**src/hw/rtl/xmkb_ram.sv**
```systemverilog
// Generic simple dual-port RAM: one write port, one registered read port.
// Used for the bucket store and the bucket fill counts. No dependencies.
`default_nettype none

module xmkb_ram #(
  parameter int WIDTH = 8,
  parameter int DEPTH = 16
) (
  input  wire logic                     clk,
  input  wire logic                     we,
  input  wire logic [$clog2(DEPTH)-1:0] waddr,
  input  wire logic [WIDTH-1:0]         wdata,
  input  wire logic [$clog2(DEPTH)-1:0] raddr,
  output logic      [WIDTH-1:0]         rdata
);

  logic [WIDTH-1:0] mem [DEPTH];

  // Write and registered read
  always_ff @(posedge clk) begin
    if (we) begin
      mem[waddr] <= wdata;
    end
    rdata <= mem[raddr];
  end

endmodule

`default_nettype wire

```
**config.mk**
```make
export PLATFORM = sky130hd
export DESIGN_NAME = xmkb_ram
export DESIGN_NICKNAME = d
export VERILOG_FILES = /design/src/hw/rtl/xmkb_ram.sv
export SDC_FILE = /design/constraint.sdc
export NUM_CORES = 1
export LEC_CHECK = 0
export BUFFER_PORTS_ARGS = -buffer_cell sky130_fd_sc_hd__buf_4
export CAP_MARGIN = 20
export CORE_UTILIZATION = 35
export DETAILED_ROUTE_END_ITERATION = 12
export PLACE_DENSITY_LB_ADDON = 0.1
export SYNTH_ARGS = -nofsm -noshare
export SYNTH_HDL_FRONTEND = slang
export SYNTH_SLANG_ARGS = --single-unit
```
**constraint.sdc**
```tcl
create_clock -name clk -period 1.7 [get_ports clk]
set_input_delay 0.17 -clock clk [delete_from_list [all_inputs] [get_ports clk]]
set_output_delay 0.17 -clock clk [all_outputs]
set_load 0.02 [all_outputs]
```
==> insert_results.sql <==
INSERT INTO impl_metrics (metric_group, metric, value, unit) VALUES
('worst_hold_path', 'worst_hold_path.num_cells', '1', ''),
('timing', 'period_share', '0.815', ''),
('clock_network', 'cts_buffer_depth', '2', ''),
('worst_setup_path', 'worst-path-max-fanout', '1', ''),
('final_layout', 'fillers', '1235', ''),
('timing', 'slew_at_the_pin_closest_to_its_max_slew_limit', '0.893', 'ns'),
('power', 'power.ir.vdd_worst', '0.000722', 'V'),
('route', 'drt-vias-per-instance', '5.01', ''),
('clock_network', 'clockRootBuffer', 'clkbuf_16', ''),
('final_layout', 'multi_input_area', '1060', 'um2'),
('die', 'core.rowCount', '43', ''),
('worst_setup_path', 'cp_cell_sequence', 'mux4_1 > a22oi_1 > nand2_1', ''),
('synth', 'yosys_register_bits', '136', ''),
('final_layout', 'final_common_cell', 'edfxtp_1', ''),
('route', 'route.vias.total', '2407', ''),
('clock_network', 'clock_sink_count', '136', ''),
('final_layout', 'post_route_cells_drive_above_1_share', '0.327', ''),
('global_route', 'grt_pass1_vias', '2583', ''),
('die', 'initial_utilization', '0.365', ''),
('timing', 'timing.final.hold_violations', '0', ''),
('status', 'status', 'completed', ''),
('final_layout', 'layout.area.seq', '4000', 'um2'),
('die', 'vertical_die_dimension', '123', 'um'),
('final_layout', 'finalNetCount', '305', ''),
('synth', 'yosys_most_used_dff', 'edfxtp_1', ''),
('clock_network', 'htree_levels', '4', ''),
('clock_network', 'cts.repair.resized', '0', ''),
('timing', 'relSlewSlack', '0.403', ''),
('global_route', 'global_route.usage.total', '0.155', ''),
('global_route', 'grt_busiest_layer', 'met2', ''),
('synth', 'syn_avg_cell_area', '22.5', 'um2'),
('place', 'place_congestion', '0.682', ''),
('worst_setup_path', 'crit_slowest_cell', 'mux4_1', ''),
('worst_hold_path', 'whs_endpoint', 'mem[0][4]', ''),
('route', 'drt_first_pass_iters', '4', ''),
('die', 'core_area', '14100', 'um2'),
('power', 'static-leakage-power', '2.16', 'nW'),
('worst_setup_path', 'r2r_path_end', 'rdata[3]', ''),
('worst_setup_path', 'startpoint_of_the_worst_register_to_register_path', 'mem[1][3]', ''),
('worst_setup_path', 'worstSetupPathType', 'flip-flop to flip-flop', ''),
('route', 'drt.antenna.violating_nets', '0', ''),
('clock_network', 'path_clk_slew', '0.06', 'ns'),
('die', 'die-area', '15200', 'um2'),
('global_route', 'grt_pass1_wl', '15900', 'um'),
('synth', 'post_synth_num_cell_types', '19', ''),
('worst_setup_path', 'timing.critical_path.required', '1.99', 'ns'),
('worst_setup_path', 'timing.critical_path.max_delay_family', 'multiplexers', ''),
('route', 'route.detailed.drc', '0', ''),
('global_route', 'grt.met1_usage', '0.220', ''),
('synth', 'synth_area', '5150', 'um2'),
('route', 'first_iter_violations', '207', ''),
('global_route', 'globalRouteOverflowTotal', '0', ''),
('route', 'postRouteWirelength', '10500', 'um'),
('clock_network', 'cts_setup_buffers', '0', ''),
('route', 'average_detailed_routed_wire_length_per_instance', '21.9', 'um'),
('global_route', 'grt_max_degree', '17', ''),
('worst_hold_path', 'holdCritPathClass', 'primary input to flip-flop', ''),
('timing', 'setup_repair_after_global_routing_missed_its_margin', 'false', ''),
('clock_network', 'cts_buffers', '17', ''),
('worst_setup_path', 'crit_path_start_kind', 'flip-flop', ''),
('worst_hold_path', 'min-delay-start', 'wdata[4]', ''),
('final_layout', 'finalInstanceArea', '6340', 'um2'),
('timing', 'fin_tns_setup', '0', 'ns'),
('worst_setup_path', 'timing.critical_path.slowest_cell_delay', '0.51', 'ns'),
('worst_setup_path', 'critPathArrivalTime', '1.68', 'ns'),
('worst_setup_path', 'cp.buffers_inverters', '0', ''),
('clock_network', 'cts_tree', 'yes', ''),
('synth', 'synth-warning-count', '0', ''),
('place', 'detailedPlacementHpwl', '6960', 'um'),
('die', 'floorplan.die.width', '123', 'um'),
('global_route', 'number_of_antenna_violations_at_the_first_check_in_global_routing', '0', '');
[cells by family after synthesis]
logic type             after synthesis  share of synthesized area
DFF                                136                      0.778
buffers and inverters               10                     0.0168
muxes                               32                      0.150
and+or+nand+nor                     35                     0.0318
AOI/OAI and AO/OA                   16                     0.0233
[sequential cells by signal (all words and copies together) (netlist names)]
signal  count
mem       128
rdata       8
[worst max-delay path by stage]
stage | startpoint | endpoint
after global routing | mem[1][3] | rdata[3]
after CTS | mem[1][3] | rdata[3]
after detailed placement | raddr[0] | rdata[3]
final | mem[1][3] | rdata[3]
after floorplan | waddr[2] | mem[0][0]
after global placement | raddr[0] | rdata[3]
[report_power, final]
part / switching [mW] / internal (mW) / leakage [nW] / total (mW)
combinational: 0.223 / 0.186 / 0.636 / 0.408
sequential: 0.0230 / 3.75 / 1.22 / 3.77
clock: 1.37 / 2.53 / 0.303 / 3.90
[metrics by stage]
step	utilization	hold slack, ns	total power, mW	setup slack (ns)	instances
2_1_floorplan	-	0.269	4.05	0.0371	229
3_3_place_gp	0.405	0.477	4.26	0.0977	448
3_5_place_dp	0.405	0.487	4.26	0.0886	448
4_1_cts	0.449	0.0526	8.14	0.295	480
5_1_grt	0.449	0.0602	8.32	0.194	480
6_report	0.449	0.0633	8.08	0.315	480
[Yosys cell counts, types with 2 or more instances]
master	count	area share
a22oi_1	16	0.023
buf_2	3	0.0029
buf_6	3	0.0066
clkdlybuf4s25_2	3	0.0058
dfxtp_1	8	0.031
edfxtp_1	128	0.75
mux4_1	14	0.071
mux4_2	18	0.079
nand2_1	9	0.0066
nand2b_1	2	0.0024
nand3b_1	2	0.0029
nor2_1	13	0.0095
nor3_1	4	0.0039
[final cells by class]
class	count	area share
Clock buffer	21	0.0727
Tap cell	180	0.0355
Sequential cell	136	0.632
Timing Repair Buffer	49	0.0660
Multi-Input combinational cell	83	0.167
Clock inverter	11	0.0271
[metal layers]
| layer | routed length, um | vias up | share of wire |
|---|---|---|---|
| met5 | 0 | - | 0 |
| met3 | 422 | 10 | 0.040 |
| li1 | - | 1091 | - |
| met4 | 119 | 0 | 0.011 |
| met2 | 4770 | 49 | 0.45 |
| met1 | 5220 | 1257 | 0.50 |
[worst register-to-register path, cell delays in order, from the launching register on]
cell,delay (ns)
edfxtp_1,0.35
mux4_1,0.51
a22oi_1,0.31
nand2_1,0.08
No activity file was read; power rests on OpenSTA's default activity.
